==> src/design/pad_pkg.sv <==
package pad_pkg;

    // Fixed-point scaling of the rotation datapath.
    localparam int FRAC_SHIFT = 24;

    // Length of the arctangent table; more iterations than this are not run.
    localparam int TABLE_LEN = 24;

    // Arctangent table entries and the angle accumulator (1/256 centidegree).
    localparam int ATAN_BITS = 21;
    localparam int ZW = 23;

    // atan(2^-i) in units of 1/256 centidegree, rounded to nearest.
    localparam logic [ATAN_BITS-1:0] ATAN_TAB [TABLE_LEN] = '{
        21'd1152000, 21'd680065, 21'd359328, 21'd182400,
        21'd91554,   21'd45822,  21'd22916,  21'd11459,
        21'd5730,    21'd2865,   21'd1432,   21'd716,
        21'd358,     21'd179,    21'd90,     21'd45,
        21'd22,      21'd11,     21'd6,      21'd3,
        21'd1,       21'd1,      21'd0,      21'd0
    };

    // Accumulator clamp: a quarter turn in 1/256 centidegree.
    localparam logic [ZW-2:0] Z_QUARTER = 22'd2304000;
    localparam logic [ZW-2:0] Z_ROUND   = 22'd128;

    // Angles in centidegrees.
    localparam logic [15:0] ANGLE_ZERO    = 16'd0;
    localparam logic [15:0] ANGLE_QUARTER = 16'd9000;
    localparam logic [15:0] ANGLE_HALF    = 16'd18000;
    localparam logic [15:0] ANGLE_3QUART  = 16'd27000;
    localparam logic [15:0] FULL_TURN     = 16'd36000;

    // Quadrant codes.
    localparam logic [1:0] QUAD_TOP_RIGHT    = 2'd0;
    localparam logic [1:0] QUAD_TOP_LEFT     = 2'd1;
    localparam logic [1:0] QUAD_BOTTOM_LEFT  = 2'd2;
    localparam logic [1:0] QUAD_BOTTOM_RIGHT = 2'd3;

    // Configuration register indexes.
    localparam int CFG_INDEX_BITS = 1;
    localparam logic [CFG_INDEX_BITS-1:0] REG_CENTER_X = 1'd0;
    localparam logic [CFG_INDEX_BITS-1:0] REG_CENTER_Y = 1'd1;

    // Centre coordinate after reset.
    localparam int RESET_CENTER = 200;

    // Side information that travels with each request through the rotator.
    typedef struct packed {
        logic [1:0] quadrant;
        logic       on_axis;
        logic       at_center;
    } meta_t;

endpackage

==> src/design/pad_fold.sv <==
module pad_fold
    import pad_pkg::*;
#(
    parameter int COORD_BITS = 10,
    parameter int CTR_BITS   = 10,
    parameter int W          = 37
) (
    input  logic                  aclk,
    input  logic                  aresetn,
    input  logic                  in_valid,
    output logic                  in_ready,
    input  logic [COORD_BITS-1:0] x_coord,
    input  logic [COORD_BITS-1:0] y_coord,
    input  logic [CTR_BITS-1:0]   center_x,
    input  logic [CTR_BITS-1:0]   center_y,
    output logic                  out_valid,
    input  logic                  out_ready,
    output logic signed [W-1:0]   x_out,
    output logic signed [W-1:0]   y_out,
    output meta_t                 meta_out
);

    logic                      valid_reg;
    logic signed [W-1:0]       x_reg, x_next;
    logic signed [W-1:0]       y_reg, y_next;
    meta_t                     meta_reg, meta_next;
    logic signed [CTR_BITS:0]  dx, dy;
    logic [CTR_BITS:0]         abs_dx, abs_dy;
    logic                      dx_zero, dy_zero, dx_pos, dy_pos;

    // Offsets from the centre, with y turned so that up is positive.
    always_comb begin
        dx = $signed({1'b0, CTR_BITS'(x_coord)}) - $signed({1'b0, center_x});
        dy = $signed({1'b0, center_y}) - $signed({1'b0, CTR_BITS'(y_coord)});
        abs_dx = dx[CTR_BITS] ? -dx : dx;
        abs_dy = dy[CTR_BITS] ? -dy : dy;
        dx_zero = (dx == '0);
        dy_zero = (dy == '0);
        dx_pos  = !dx[CTR_BITS] && !dx_zero;
        dy_pos  = !dy[CTR_BITS] && !dy_zero;
    end

    // Quadrant and on-axis classification.
    always_comb begin
        meta_next.at_center = dx_zero && dy_zero;
        meta_next.on_axis   = dx_zero || dy_zero;
        if (dx_zero && dy_zero) begin
            meta_next.quadrant = QUAD_TOP_RIGHT;
        end else if (dy_zero) begin
            meta_next.quadrant = dx_pos ? QUAD_TOP_RIGHT : QUAD_BOTTOM_LEFT;
        end else if (dx_zero) begin
            meta_next.quadrant = dy_pos ? QUAD_TOP_LEFT : QUAD_BOTTOM_RIGHT;
        end else if (dx_pos && dy_pos) begin
            meta_next.quadrant = QUAD_TOP_RIGHT;
        end else if (!dx_pos && dy_pos) begin
            meta_next.quadrant = QUAD_TOP_LEFT;
        end else if (!dx_pos) begin
            meta_next.quadrant = QUAD_BOTTOM_LEFT;
        end else begin
            meta_next.quadrant = QUAD_BOTTOM_RIGHT;
        end
    end

    // Folded magnitudes scaled into the rotator's fixed-point format.
    always_comb begin
        x_next = $signed({{(W-CTR_BITS-FRAC_SHIFT){1'b0}}, abs_dx[CTR_BITS-1:0],
                          {FRAC_SHIFT{1'b0}}});
        y_next = $signed({{(W-CTR_BITS-FRAC_SHIFT){1'b0}}, abs_dy[CTR_BITS-1:0],
                          {FRAC_SHIFT{1'b0}}});
    end

    assign in_ready = !valid_reg || out_ready;

    always_ff @(posedge aclk) begin
        if (!aresetn) begin
            valid_reg <= 1'b0;
        end else if (in_ready) begin
            valid_reg <= in_valid;
        end
    end

    always_ff @(posedge aclk) begin
        if (in_ready && in_valid) begin
            x_reg    <= x_next;
            y_reg    <= y_next;
            meta_reg <= meta_next;
        end
    end

    assign out_valid = valid_reg;
    assign x_out     = x_reg;
    assign y_out     = y_reg;
    assign meta_out  = meta_reg;

endmodule

==> src/design/pad_cordic_stage.sv <==
module pad_cordic_stage
    import pad_pkg::*;
#(
    parameter int W    = 37,
    parameter int STEP = 0
) (
    input  logic                 aclk,
    input  logic                 aresetn,
    input  logic                 in_valid,
    output logic                 in_ready,
    input  logic signed [W-1:0]  x_in,
    input  logic signed [W-1:0]  y_in,
    input  logic signed [ZW-1:0] z_in,
    input  meta_t                meta_in,
    output logic                 out_valid,
    input  logic                 out_ready,
    output logic signed [W-1:0]  x_out,
    output logic signed [W-1:0]  y_out,
    output logic signed [ZW-1:0] z_out,
    output meta_t                meta_out
);

    logic                 valid_reg;
    logic signed [W-1:0]  x_reg, x_next;
    logic signed [W-1:0]  y_reg, y_next;
    logic signed [ZW-1:0] z_reg, z_next;
    meta_t                meta_reg;
    logic signed [W-1:0]  xs, ys;
    logic signed [ZW-1:0] step_angle;

    // One vectoring micro-rotation; the arithmetic shift rounds toward minus infinity.
    always_comb begin
        xs = x_in >>> STEP;
        ys = y_in >>> STEP;
        step_angle = $signed({{(ZW-ATAN_BITS){1'b0}}, ATAN_TAB[STEP]});
        if (!y_in[W-1]) begin
            x_next = x_in + ys;
            y_next = y_in - xs;
            z_next = z_in + step_angle;
        end else begin
            x_next = x_in - ys;
            y_next = y_in + xs;
            z_next = z_in - step_angle;
        end
    end

    assign in_ready = !valid_reg || out_ready;

    always_ff @(posedge aclk) begin
        if (!aresetn) begin
            valid_reg <= 1'b0;
        end else if (in_ready) begin
            valid_reg <= in_valid;
        end
    end

    always_ff @(posedge aclk) begin
        if (in_ready && in_valid) begin
            x_reg    <= x_next;
            y_reg    <= y_next;
            z_reg    <= z_next;
            meta_reg <= meta_in;
        end
    end

    assign out_valid = valid_reg;
    assign x_out     = x_reg;
    assign y_out     = y_reg;
    assign z_out     = z_reg;
    assign meta_out  = meta_reg;

endmodule

==> src/design/pad_unfold.sv <==
module pad_unfold
    import pad_pkg::*;
(
    input  logic                 aclk,
    input  logic                 aresetn,
    input  logic                 in_valid,
    output logic                 in_ready,
    input  logic signed [ZW-1:0] z_in,
    input  meta_t                meta_in,
    output logic                 m_valid,
    input  logic                 m_ready,
    output logic [15:0]          m_angle_centideg,
    output logic [1:0]           m_quadrant_code,
    output logic                 m_at_center
);

    logic          valid_reg;
    logic [15:0]   angle_reg, angle_next;
    logic [1:0]    quad_reg;
    logic          center_reg;
    logic [ZW-2:0] z_clamped;
    logic [ZW-2:0] z_rounded;
    logic [15:0]   t;

    // Clamp the accumulator to a quarter turn and round to centidegrees.
    always_comb begin
        if (z_in[ZW-1]) begin
            z_clamped = '0;
        end else if (z_in[ZW-2:0] > Z_QUARTER) begin
            z_clamped = Z_QUARTER;
        end else begin
            z_clamped = z_in[ZW-2:0];
        end
        z_rounded = z_clamped + Z_ROUND;
        t = 16'(z_rounded[ZW-2:8]);
    end

    // Unfold the first-quadrant angle; points on an axis take the axis angle.
    always_comb begin
        case (meta_in.quadrant)
            QUAD_TOP_RIGHT: begin
                angle_next = meta_in.on_axis ? ANGLE_ZERO : t;
            end
            QUAD_TOP_LEFT: begin
                angle_next = meta_in.on_axis ? ANGLE_QUARTER : ANGLE_HALF - t;
            end
            QUAD_BOTTOM_LEFT: begin
                angle_next = meta_in.on_axis ? ANGLE_HALF : ANGLE_HALF + t;
            end
            default: begin
                if (meta_in.on_axis) begin
                    angle_next = ANGLE_3QUART;
                end else if (t == ANGLE_ZERO) begin
                    angle_next = ANGLE_ZERO;
                end else begin
                    angle_next = FULL_TURN - t;
                end
            end
        endcase
    end

    assign in_ready = !valid_reg || m_ready;

    always_ff @(posedge aclk) begin
        if (!aresetn) begin
            valid_reg <= 1'b0;
        end else if (in_ready) begin
            valid_reg <= in_valid;
        end
    end

    always_ff @(posedge aclk) begin
        if (in_ready && in_valid) begin
            angle_reg  <= angle_next;
            quad_reg   <= meta_in.quadrant;
            center_reg <= meta_in.at_center;
        end
    end

    assign m_valid          = valid_reg;
    assign m_angle_centideg = angle_reg;
    assign m_quadrant_code  = quad_reg;
    assign m_at_center      = center_reg;

endmodule

==> src/design/point_angle_degrees.sv <==
// Pipeline from request accept to result valid: one fold stage, one register per CORDIC
// micro-rotation, one output stage.
// Throughput: one request per cycle while results are taken; a full stage holds while its successor cannot take.
// Reset (aresetn low, synchronous): all stage valid bits clear, both centre
// registers return to 200. There is no clearing pass.
module point_angle_degrees
    import pad_pkg::*;
#(
    parameter int COORD_BITS        = 10,
    parameter int CORDIC_ITERATIONS = 16
) (
    input  logic                      aclk,
    input  logic                      aresetn,
    input  logic                      cfg_wr_en,
    input  logic [CFG_INDEX_BITS-1:0] cfg_index,
    input  logic [COORD_BITS-1:0]     cfg_wr_data,
    input  logic                      s_valid,
    output logic                      s_ready,
    input  logic [COORD_BITS-1:0]     s_x_coord,
    input  logic [COORD_BITS-1:0]     s_y_coord,
    output logic                      m_valid,
    input  logic                      m_ready,
    output logic [15:0]               m_angle_centideg,
    output logic [1:0]                m_quadrant_code,
    output logic                      m_at_center
);

    // The centre registers must hold their reset value even for narrow coordinates.
    localparam int CTR_BITS = (COORD_BITS > 8) ? COORD_BITS : 8;
    localparam int W        = CTR_BITS + FRAC_SHIFT + 3;
    localparam int NSTEP    = (CORDIC_ITERATIONS < TABLE_LEN) ? CORDIC_ITERATIONS
                                                               : TABLE_LEN;

    logic [CTR_BITS-1:0] center_x_reg, center_x_next;
    logic [CTR_BITS-1:0] center_y_reg, center_y_next;

    logic                 pipe_valid [NSTEP+1];
    logic                 pipe_ready [NSTEP+1];
    logic signed [W-1:0]  pipe_x     [NSTEP+1];
    logic signed [W-1:0]  pipe_y     [NSTEP+1];
    logic signed [ZW-1:0] pipe_z     [NSTEP+1];
    meta_t                pipe_meta  [NSTEP+1];

    // Configuration register decode.
    always_comb begin
        center_x_next = center_x_reg;
        center_y_next = center_y_reg;
        if (cfg_wr_en) begin
            unique case (cfg_index)
                REG_CENTER_X: center_x_next = CTR_BITS'(cfg_wr_data);
                REG_CENTER_Y: center_y_next = CTR_BITS'(cfg_wr_data);
                default: ;
            endcase
        end
    end

    always_ff @(posedge aclk) begin
        if (!aresetn) begin
            center_x_reg <= CTR_BITS'(RESET_CENTER);
            center_y_reg <= CTR_BITS'(RESET_CENTER);
        end else begin
            center_x_reg <= center_x_next;
            center_y_reg <= center_y_next;
        end
    end

    // Offset, fold and scale.
    pad_fold #(
        .COORD_BITS (COORD_BITS),
        .CTR_BITS   (CTR_BITS),
        .W          (W)
    ) u_fold (
        .aclk      (aclk),
        .aresetn   (aresetn),
        .in_valid  (s_valid),
        .in_ready  (s_ready),
        .x_coord   (s_x_coord),
        .y_coord   (s_y_coord),
        .center_x  (center_x_reg),
        .center_y  (center_y_reg),
        .out_valid (pipe_valid[0]),
        .out_ready (pipe_ready[0]),
        .x_out     (pipe_x[0]),
        .y_out     (pipe_y[0]),
        .meta_out  (pipe_meta[0])
    );

    assign pipe_z[0] = '0;

    // Unrolled CORDIC, one registered micro-rotation per stage.
    for (genvar k = 0; k < NSTEP; k++) begin : g_step
        pad_cordic_stage #(
            .W    (W),
            .STEP (k)
        ) u_stage (
            .aclk      (aclk),
            .aresetn   (aresetn),
            .in_valid  (pipe_valid[k]),
            .in_ready  (pipe_ready[k]),
            .x_in      (pipe_x[k]),
            .y_in      (pipe_y[k]),
            .z_in      (pipe_z[k]),
            .meta_in   (pipe_meta[k]),
            .out_valid (pipe_valid[k+1]),
            .out_ready (pipe_ready[k+1]),
            .x_out     (pipe_x[k+1]),
            .y_out     (pipe_y[k+1]),
            .z_out     (pipe_z[k+1]),
            .meta_out  (pipe_meta[k+1])
        );
    end

    // Round, unfold and hold the result.
    pad_unfold u_unfold (
        .aclk             (aclk),
        .aresetn          (aresetn),
        .in_valid         (pipe_valid[NSTEP]),
        .in_ready         (pipe_ready[NSTEP]),
        .z_in             (pipe_z[NSTEP]),
        .meta_in          (pipe_meta[NSTEP]),
        .m_valid          (m_valid),
        .m_ready          (m_ready),
        .m_angle_centideg (m_angle_centideg),
        .m_quadrant_code  (m_quadrant_code),
        .m_at_center      (m_at_center)
    );

    // The centre point always reports angle zero in the top-right quadrant.
    assert property (@(posedge aclk) disable iff (!aresetn)
        m_valid && m_at_center |-> m_angle_centideg == ANGLE_ZERO &&
                                   m_quadrant_code == QUAD_TOP_RIGHT)
        else $error("centre result carries a non-zero angle or quadrant");

    // The angle stays below a full turn.
    assert property (@(posedge aclk) disable iff (!aresetn)
        m_valid |-> m_angle_centideg < FULL_TURN)
        else $error("angle out of range");

    // A top-left result lies between a quarter and a half turn.
    assert property (@(posedge aclk) disable iff (!aresetn)
        m_valid && m_quadrant_code == QUAD_TOP_LEFT |->
            m_angle_centideg >= ANGLE_QUARTER && m_angle_centideg <= ANGLE_HALF)
        else $error("top-left angle outside its quadrant");

    // A bottom-left result lies between a half and three quarters of a turn.
    assert property (@(posedge aclk) disable iff (!aresetn)
        m_valid && m_quadrant_code == QUAD_BOTTOM_LEFT |->
            m_angle_centideg >= ANGLE_HALF && m_angle_centideg <= ANGLE_3QUART)
        else $error("bottom-left angle outside its quadrant");

endmodule

==> config.mk <==
export PLATFORM = sky130hd
export DESIGN_NAME = point_angle_degrees
export DESIGN_NICKNAME = d
export VERILOG_FILES = /design/src/design/pad_pkg.sv /design/src/design/pad_fold.sv /design/src/design/pad_cordic_stage.sv /design/src/design/pad_unfold.sv /design/src/design/point_angle_degrees.sv
export SDC_FILE = /design/constraint.sdc
export NUM_CORES = 2
export LEC_CHECK = 0
export BUFFER_PORTS_ARGS = -buffer_cell sky130_fd_sc_hd__buf_4
export CORE_MARGIN = 2
export CORE_UTILIZATION = 45
export DETAILED_ROUTE_END_ITERATION = 7
export PLACE_DENSITY = 0.65
export SETUP_SLACK_MARGIN = 0.1
export SLEW_MARGIN = 15
export SYNTH_ARGS = -nofsm -noshare
export SYNTH_HDL_FRONTEND = slang
export SYNTH_SLANG_ARGS = --single-unit
==> constraint.sdc <==
create_clock -name aclk -period 8.9 [get_ports aclk]
set_clock_uncertainty 0.15 [all_clocks]
set_input_delay 0 -clock aclk [delete_from_list [all_inputs] [get_ports aclk]]
set_output_delay 0 -clock aclk [all_outputs]
set_load 0.03 [all_outputs]
After elaboration in Yosys (flattened, before gate mapping)
Index checks and enable logic that the tools add are counted.
{"block": "totals", "register_bits": 1559, "in_bits": 36, "output_inout_bits": 21, "wordCells": 346}
{"block": "op_classes", "n_addsub": 92, "order_cmp": 1, "eq_ne": 2, "muxes": 59, "bitwise": 1, "reduce_logical": 71}
{"operator": "two-way mux 37 bit", "count": 27}
{"operator": "two-way mux 23 bit", "count": 14}
{"operator": "adder 37 x 24 -> 37 bit", "count": 2}
{"operator": "adder 37 x 25 -> 37 bit", "count": 2}
{"operator": "adder 37 x 26 -> 37 bit", "count": 2}
{"operator": "adder 37 x 27 -> 37 bit", "count": 2}
{"operator": "adder 37 x 28 -> 37 bit", "count": 2}
{"operator": "adder 37 x 29 -> 37 bit", "count": 2}
{"operator": "adder 37 x 30 -> 37 bit", "count": 2}
{"operator": "adder 37 x 31 -> 37 bit", "count": 2}
{"operator": "adder 37 x 32 -> 37 bit", "count": 2}
{"operator": "adder 37 x 33 -> 37 bit", "count": 2}
{"operator": "adder 37 x 34 -> 37 bit", "count": 2}
{"operator": "adder 37 x 35 -> 37 bit", "count": 2}
{"operator": "subtractor 37 x 24 -> 37 bit", "count": 2}
{"operator": "subtractor 37 x 25 -> 37 bit", "count": 2}
{"operator": "subtractor 37 x 26 -> 37 bit", "count": 2}
{"operator": "subtractor 37 x 27 -> 37 bit", "count": 2}
{"operator": "subtractor 37 x 28 -> 37 bit", "count": 2}
{"operator": "subtractor 37 x 29 -> 37 bit", "count": 2}
{"operator": "subtractor 37 x 30 -> 37 bit", "count": 2}
{"operator": "subtractor 37 x 31 -> 37 bit", "count": 2}
{"operator": "subtractor 37 x 32 -> 37 bit", "count": 2}
{"operator": "subtractor 37 x 33 -> 37 bit", "count": 2}
{"operator": "63 further kinds", "count": 141}

Longest topological paths before layout
{"block": "logic_depth", "word_depth": 20, "ltp_mapped": 23, "depth_no_buf": 23}

Modules after synthesis
A second synthesis with hierarchy kept.
{"block": "hier_totals", "hier_cells": 16910, "hier_area_um2": 154973.6}
{"module": "pad_cordic_stage (g_step[0].u_stage)", "n_inst": 1, "cells_per_inst": 1156, "area_each_um2": 10189.8, "seq_area_each_um2": 3022.9}
{"module": "pad_cordic_stage (g_step[7].u_stage)", "n_inst": 1, "cells_per_inst": 1097, "area_each_um2": 9869.5, "seq_area_each_um2": 3052.9}
{"module": "pad_cordic_stage (g_step[2].u_stage)", "n_inst": 1, "cells_per_inst": 1031, "area_each_um2": 9494.1, "seq_area_each_um2": 3052.9}
{"module": "pad_cordic_stage (g_step[13].u_stage)", "n_inst": 1, "cells_per_inst": 1060, "area_each_um2": 9479.1, "seq_area_each_um2": 3052.9}
{"module": "pad_cordic_stage (g_step[5].u_stage)", "n_inst": 1, "cells_per_inst": 1032, "area_each_um2": 9472.8, "seq_area_each_um2": 3052.9}
{"module": "pad_cordic_stage (g_step[12].u_stage)", "n_inst": 1, "cells_per_inst": 1026, "area_each_um2": 9322.7, "seq_area_each_um2": 3052.9}
{"module": "pad_cordic_stage (g_step[1].u_stage)", "n_inst": 1, "cells_per_inst": 1011, "area_each_um2": 9306.4, "seq_area_each_um2": 3052.9}
{"module": "pad_cordic_stage (g_step[9].u_stage)", "n_inst": 1, "cells_per_inst": 995, "area_each_um2": 9261.4, "seq_area_each_um2": 3052.9}
{"module": "pad_cordic_stage (g_step[11].u_stage)", "n_inst": 1, "cells_per_inst": 975, "area_each_um2": 9218.8, "seq_area_each_um2": 3052.9}
{"module": "pad_cordic_stage (g_step[6].u_stage)", "n_inst": 1, "cells_per_inst": 995, "area_each_um2": 9201.3, "seq_area_each_um2": 3052.9}
{"module": "pad_cordic_stage (g_step[4].u_stage)", "n_inst": 1, "cells_per_inst": 987, "area_each_um2": 9170.0, "seq_area_each_um2": 3052.9}
{"module": "pad_cordic_stage (g_step[3].u_stage)", "n_inst": 1, "cells_per_inst": 993, "area_each_um2": 9115.0, "seq_area_each_um2": 3052.9}
{"module": "pad_cordic_stage (g_step[8].u_stage)", "n_inst": 1, "cells_per_inst": 992, "area_each_um2": 9080.0, "seq_area_each_um2": 3052.9}
{"module": "pad_cordic_stage (g_step[10].u_stage)", "n_inst": 1, "cells_per_inst": 968, "area_each_um2": 8982.4, "seq_area_each_um2": 3052.9}
{"module": "+5 rows"}

Worst setup path before layout
OpenSTA, ideal clock, no wires.
{"block": "synth_path", "path_type": "reg-to-reg", "start": "register u_unfold.valid_reg (netlist: u_unfold.m_valid)", "end": "register g_step[8].u_stage.meta_reg, in the netlist g_step[8].u_stage.meta_out[0] (enable)", "setup_time_ps": 712, "t_arrival_ps": 8673, "required_ps": 8038, "slack_ps": -635, "path_stages_with_launch": 7, "n_path_buf": 0, "synth_period_minus_slack_ps": 9535, "path_cell_list": "dfxtp_1 nor2b_1 and3_1 and3_1 and2_1 and3_1 a21boi_0"}
{"block": "synth_via", "elab_chain_len": 11}
{"element": "start: declaration", "line_no": "pad_unfold.sv:17", "rtl": "logic valid_reg;"}
{"element": "start signal: assignment", "line_no": "pad_unfold.sv:68", "rtl": "valid_reg <= in_valid;"}
{"element": "zero test 1 bit", "line_no": "pad_unfold.sv:62", "rtl": "assign in_ready = !valid_reg || m_ready;"}
{"element": "logical OR 1 bit", "line_no": "pad_unfold.sv:62"}
{"element": "logical OR 1 bit (8 in series)", "line_no": "pad_cordic_stage.sv:47", "rtl": "assign in_ready = !valid_reg || out_ready;"}
{"element": "logical AND 1 bit", "line_no": "pad_cordic_stage.sv:58", "rtl": "if (in_ready && in_valid) begin"}
{"element": "end signal: assignment", "line_no": "pad_cordic_stage.sv:62", "rtl": "meta_reg <= meta_in;"}
{"element": "end: declaration", "line_no": "pad_cordic_stage.sv:27", "rtl": "meta_t meta_reg;"}
Every way passes these cells.
A chain may end at the register's enable or synchronous reset.

Worst setup path after layout
{"block": "layout_path", "start": "register g_step[12].u_stage.x_reg[17]", "end": "register g_step[13].u_stage.y_reg[35] (data pin)"}
{"block": "layout_via", "elab_chain_len": 2, "elab_cells_between_ends": 3, "cone_classes": "add/sub (2); mux (1)"}
{"element": "start: declaration", "line_no": "pad_cordic_stage.sv:24", "rtl": "logic signed [W-1:0] x_reg, x_next;"}
{"element": "start signal: assignment", "line_no": "pad_cordic_stage.sv:59", "rtl": "x_reg <= x_next;"}
{"element": "subtractor 37 x 24 -> 37 bit / adder 37 x 24 -> 37 bit (equally long branches)", "line_no": "pad_cordic_stage.sv:38, pad_cordic_stage.sv:42"}
{"element": "two-way mux 37 bit *", "line_no": "pad_cordic_stage.sv:36", "rtl": "if (!y_in[W-1]) begin"}
{"element": "via g_step[13].u_stage.y_next[35]", "line_no": "pad_cordic_stage.sv:25", "rtl": "logic signed [W-1:0] y_reg, y_next;"}
{"element": "end signal: assignment", "line_no": "pad_cordic_stage.sv:60", "rtl": "y_reg <= y_next;"}
{"element": "end: declaration", "line_no": "pad_cordic_stage.sv:25"}
Mark *: on every way through the listed nets, which the timed path passes. The rest lies on a longest branch.

==> impl_summary.log <==
[metrics] number of DRC violations after detailed-routing iteration 0: 5697
[metrics] H-tree depth reported by CTS: 4
[metrics] Sequential Area: 36500 sq um
[metrics] P_sw: 3.32 mW
[metrics] post-detailed-route wirelength per cell: 18.9 microns
[metrics] # Max-Cap Violations: 0
[metrics] DRC violations left: 1
[metrics] instance count after placement with tap cells included: 13000
[metrics] first drt pass iteration count: 8
[metrics] cells along the critical path: or4_1 > nor2_1 > nand2_1 > nor4_1 > a31oi_1 > xor2_1 > ha_1 > a21oi_1 > o21bai_1 > a2111oi_0 > o41ai_1 > a2111oi_0 > o31a_1 > nor2b_1 > or3_1 > a21oi_1 > o21ba_2 > xnor2_1
[metrics] Post-synth top flop: sky130_fd_sc_hd__edfxtp_1
[metrics] clock buffer count from CTS: 151
[metrics] startpoint type of the worst setup path: flop
[metrics] max-slew violation total from the final report: 0
[metrics] unrepaired setup endpoints after global routing: false
[metrics] TritonCTS Sinks: 1228
[metrics] Detailed Place HPWL: 199000 microns
[metrics] endpoint arrival time on the critical path: 6.67 ns
[metrics] CTS tree: yes
[metrics] classification of the worst setup path: flop to flop
[metrics] share of layout cells above drive strength 1: 4.74%
[metrics] Layout Cells excl Fill: 13300
[metrics] minimum period implied by the final worst setup slack: 6.27 ns
[metrics] Initial Util: 45.2%
[metrics] Cell Area, Placed: 102000 sq um
[metrics] Sw Ratio: 23.5%
[metrics] first-pass GRT wire length: 396000 microns
[metrics] maximum frequency from static timing analysis: 159 MHz
[metrics] clock root buffer: sky130_fd_sc_hd__clkbuf_16
[metrics] Post-Syn Instances: 10200
[metrics] launch instance of the worst min-delay path: s_y_coord[9]
[metrics] kind of path behind the tightest hold check: input pin to flop
[metrics] worst slack at placement: 2.79 ns
[metrics] residual overflow from global routing: 0
[metrics] post-synthesis to final-layout area growth: 10.1%
[metrics] accumulated negative setup slack: 0 ns
[metrics] total power: 14.1 mW
[metrics] kind of end point of the critical path: flop
[metrics] pin count of the biggest net entering global routing: 87
[metrics] Synth top area share: 36.5%
[metrics] via count: 76500
[metrics] die boundary width: 470 microns
[metrics] final-layout fill cell count: 19600
[metrics] last weighted congestion value of the routability-driven placer: 0.943
[metrics] worst-margin pin slew: 1.18 ns
[metrics] failing checks: DRC
[metrics] area occupied by multi-input gates: 59100 sq um
[metrics] number of failing hold endpoints at the final stage: 0
[metrics] vias in the first global route: 73800
[metrics] number of buffers between clock root and the deepest sink: 3
[metrics] timing startpoint of the critical path: g_step[12].u_stage.x_out[17]$_DFFE_PP_
[metrics] number of unique standard cell types used by synthesis: 102
[metrics] Period Utilization, post-route: 70.5%
[metrics] Total GRT Usage: 22.1%
[metrics] CTS clock-pin slew for the worst setup and hold paths: 0.06 ns
[metrics] maximum VDD drop: 0.185 mV
[metrics] post-synth top area cell: sky130_fd_sc_hd__edfxtp_1
[metrics] largest cells by area after synthesis: sky130_fd_sc_hd__edfxtp_1 37%, sky130_fd_sc_hd__ha_1 14%, sky130_fd_sc_hd__xnor2_1 8.5%
[metrics] Post-Route WL: 252000 microns
[metrics] CORE AREA: 217000 sq um
[metrics] portion of total power attributed to combinational logic: 8.7%
[metrics] part of the total power dissipated in the clock network: 45.0%
[metrics] antenna violations before repair: 7
[metrics] Boundary Pins: 57
[metrics] post-detailed-route count of antenna-violating nets: 0
[metrics] CP Max Fanout: 6
[metrics] Rel. slew slack: 20.5%
[metrics] number of enable-type register cells in the synthesized netlist: 1190
[metrics] Final Instance Area: 108000 sq um
[metrics] flip-flop count of the largest register after layout: 403
[metrics] critical path required time: 9.30 ns
[metrics] cell with the largest stage delay on the worst path: sky130_fd_sc_hd__a2111oi_0
[metrics] part of the total power dissipated in sequential elements: 46.2%
[metrics] count of synthesis-stage warnings from yosys: 0
[metrics] number of register bits inferred by synthesis: 1228
[metrics] power density normalized to cell area: 131 nW/um^2
[metrics] Mapped Area: 97800 sq um
[metrics] quantity of I/O buffers inserted on ports: 56
[metrics] die boundary height: 470 microns
[metrics] Vias per Instance: 5.73
[metrics] Site Rows: 171
[metrics] # nets final: 11500
[metrics] Internal Pwr Total: 10.8 mW
[metrics] syn_nets: 11300
[metrics] die footprint: 221000 sq um
[metrics] stage delay of the slowest cell on the critical path: 0.90 ns
[metrics] fraction of registers with async set or reset after synthesis: 0%
[metrics] worst setup margin: 2.63 ns
[metrics] leakage power figure: 43.0 nW
[metrics] Avg Inst Size Synth: 9.63 sq um
[metrics] post-synthesis sequential area ratio: 37.3%
[metrics] status: complete, but fails checks
[metrics] endpoints failing setup: 0
[metrics] clock insertion delay at the later pin of the skew report: 0.80 ns
[metrics] Worst R2R Start: g_step[12].u_stage.x_out[17]$_DFFE_PP_
## Yosys cell counts, drive strengths merged (19+ instances only)
| cell type | instances |
|---|---|
| and4 | 19 |
| a2111oi | 24 |
| or2 | 42 |
| nand2 | 582 |
| or3 | 67 |
| a31o | 19 |
| or4 | 32 |
| nor2b | 163 |
| nor2 | 1083 |
| nand3 | 155 |
| o21ai | 421 |
| nand4 | 55 |
| nor3 | 299 |
| nor4 | 86 |
| inv | 482 |
| a31oi | 132 |
| a21oi | 984 |
| xnor2 | 946 |
| fa | 34 |
| o21bai | 133 |
| buf | 22 |
| and3 | 110 |
| o41ai | 40 |
| ha | 1083 |
| a221oi | 26 |
| clkbuf | 112 |
| nor3b | 29 |
| a211oi | 58 |
| xor2 | 519 |
| o211ai | 36 |
| a21boi | 59 |
| a211o | 33 |
| o31ai | 27 |
| o21a | 159 |
| mux2 | 32 |
| and2 | 81 |
| dfxtp | 38 |
| mux2i | 20 |
| a21o | 377 |
| nand2b | 120 |
| edfxtp | 1190 |
## area by class of cell
type                       instances  share of cell area (%)
sequential                      1228                    33.9
clock buffer                     180                    3.78
inverter                         486                    1.69
antenna                            3                 0.00697
timing repair buffer             176                    1.41
tap                             2854                    3.32
clock inverter                    99                    1.01
multi-input combinational       8313                    54.9
## worst max-delay path: cells and delay by family, from the launching register on
| family | cells | cell delay [ns] |
|---|---|---|
| AOI/OAI and AO/OA | 9 | 2.73 |
| xor gates and xnor gates | 2 | 0.25 |
| and+or+nand+nor | 6 | 2.08 |
| DFF | 1 | 0.46 |
| adders and majority gates | 1 | 0.36 |
## stage by stage
step,hold slack (ns),utilization [%]
floorplan,-0.0260,-
global placement,0.0812,47.0
detailed placement,0.0830,47.0
CTS,0.0000930,49.7
global route,0.0465,49.7
finish,0.0319,49.7
## metal layers
metal	GRT usage, %	share of wire (%)	wire (microns)
met5	0	0	0
met4	6.81	2.9	7410
met3	2.61	4.8	12000
met2	38.3	48	121000
met1	28.8	44	112000
## repair_timing
| action | 4_1_cts | 5_1_grt |
|---|---|---|
| buffers inserted | 0 | 0 |
| gates resized for setup | 0 | 0 |
| endpoints found under the hold margin | 127 | 0 |
| hold buffers | 67 | 0 |
## cell usage in the layout, fill, tap and decap left out, drive strengths merged, types with 133 or more instances in the layout
cell type / instances
nor2: 1083
a21oi: 984
nor2b: 163
inv: 493
o21ai: 421
nand2: 582
xnor2: 946
nand3: 155
edfxtp: 1190
a21o: 377
nor3: 299
o21a: 159
ha: 1083
o21bai: 133
clkbuf: 180
xor2: 519
## cells by family after synthesis
group                      after synthesis  synth area share [%]
adders and majority gates             1117                  14.6
AOI/OAI and AO/OA                     2713                  17.7
DFF                                   1228                  37.3
buffers and inverters                  620                  2.39
xor gates and xnor gates              1465                  13.1
and+or+nand+nor                       2966                  14.4
muxes                                   52                 0.573
## worst paths after layout
check                                                          endpoint  slack, ns  depth (start not counted)
worst min-delay path                         u_fold.y_out[25]$_DFFE_PP_       0.03                          7
worst max register to register   g_step[13].u_stage.y_out[35]$_DFFE_PP_       2.63                         18
worst max-delay path             g_step[13].u_stage.y_out[35]$_DFFE_PP_       2.63                         18
worst min register to register  g_step[0].u_stage.meta_out[3]$_DFFE_PP_       0.27                          0
## power groups by stage
stage,Sequential (mW),Combinational [mW],Clock (mW)
detailed placement,6.66,1.20,0
floorplan,6.62,0.948,0
finish,6.54,1.24,6.37
global route,6.55,1.39,6.76
global placement,6.66,1.17,0
CTS,6.54,1.24,6.53
No activity file was read; power rests on OpenSTA's default activity.
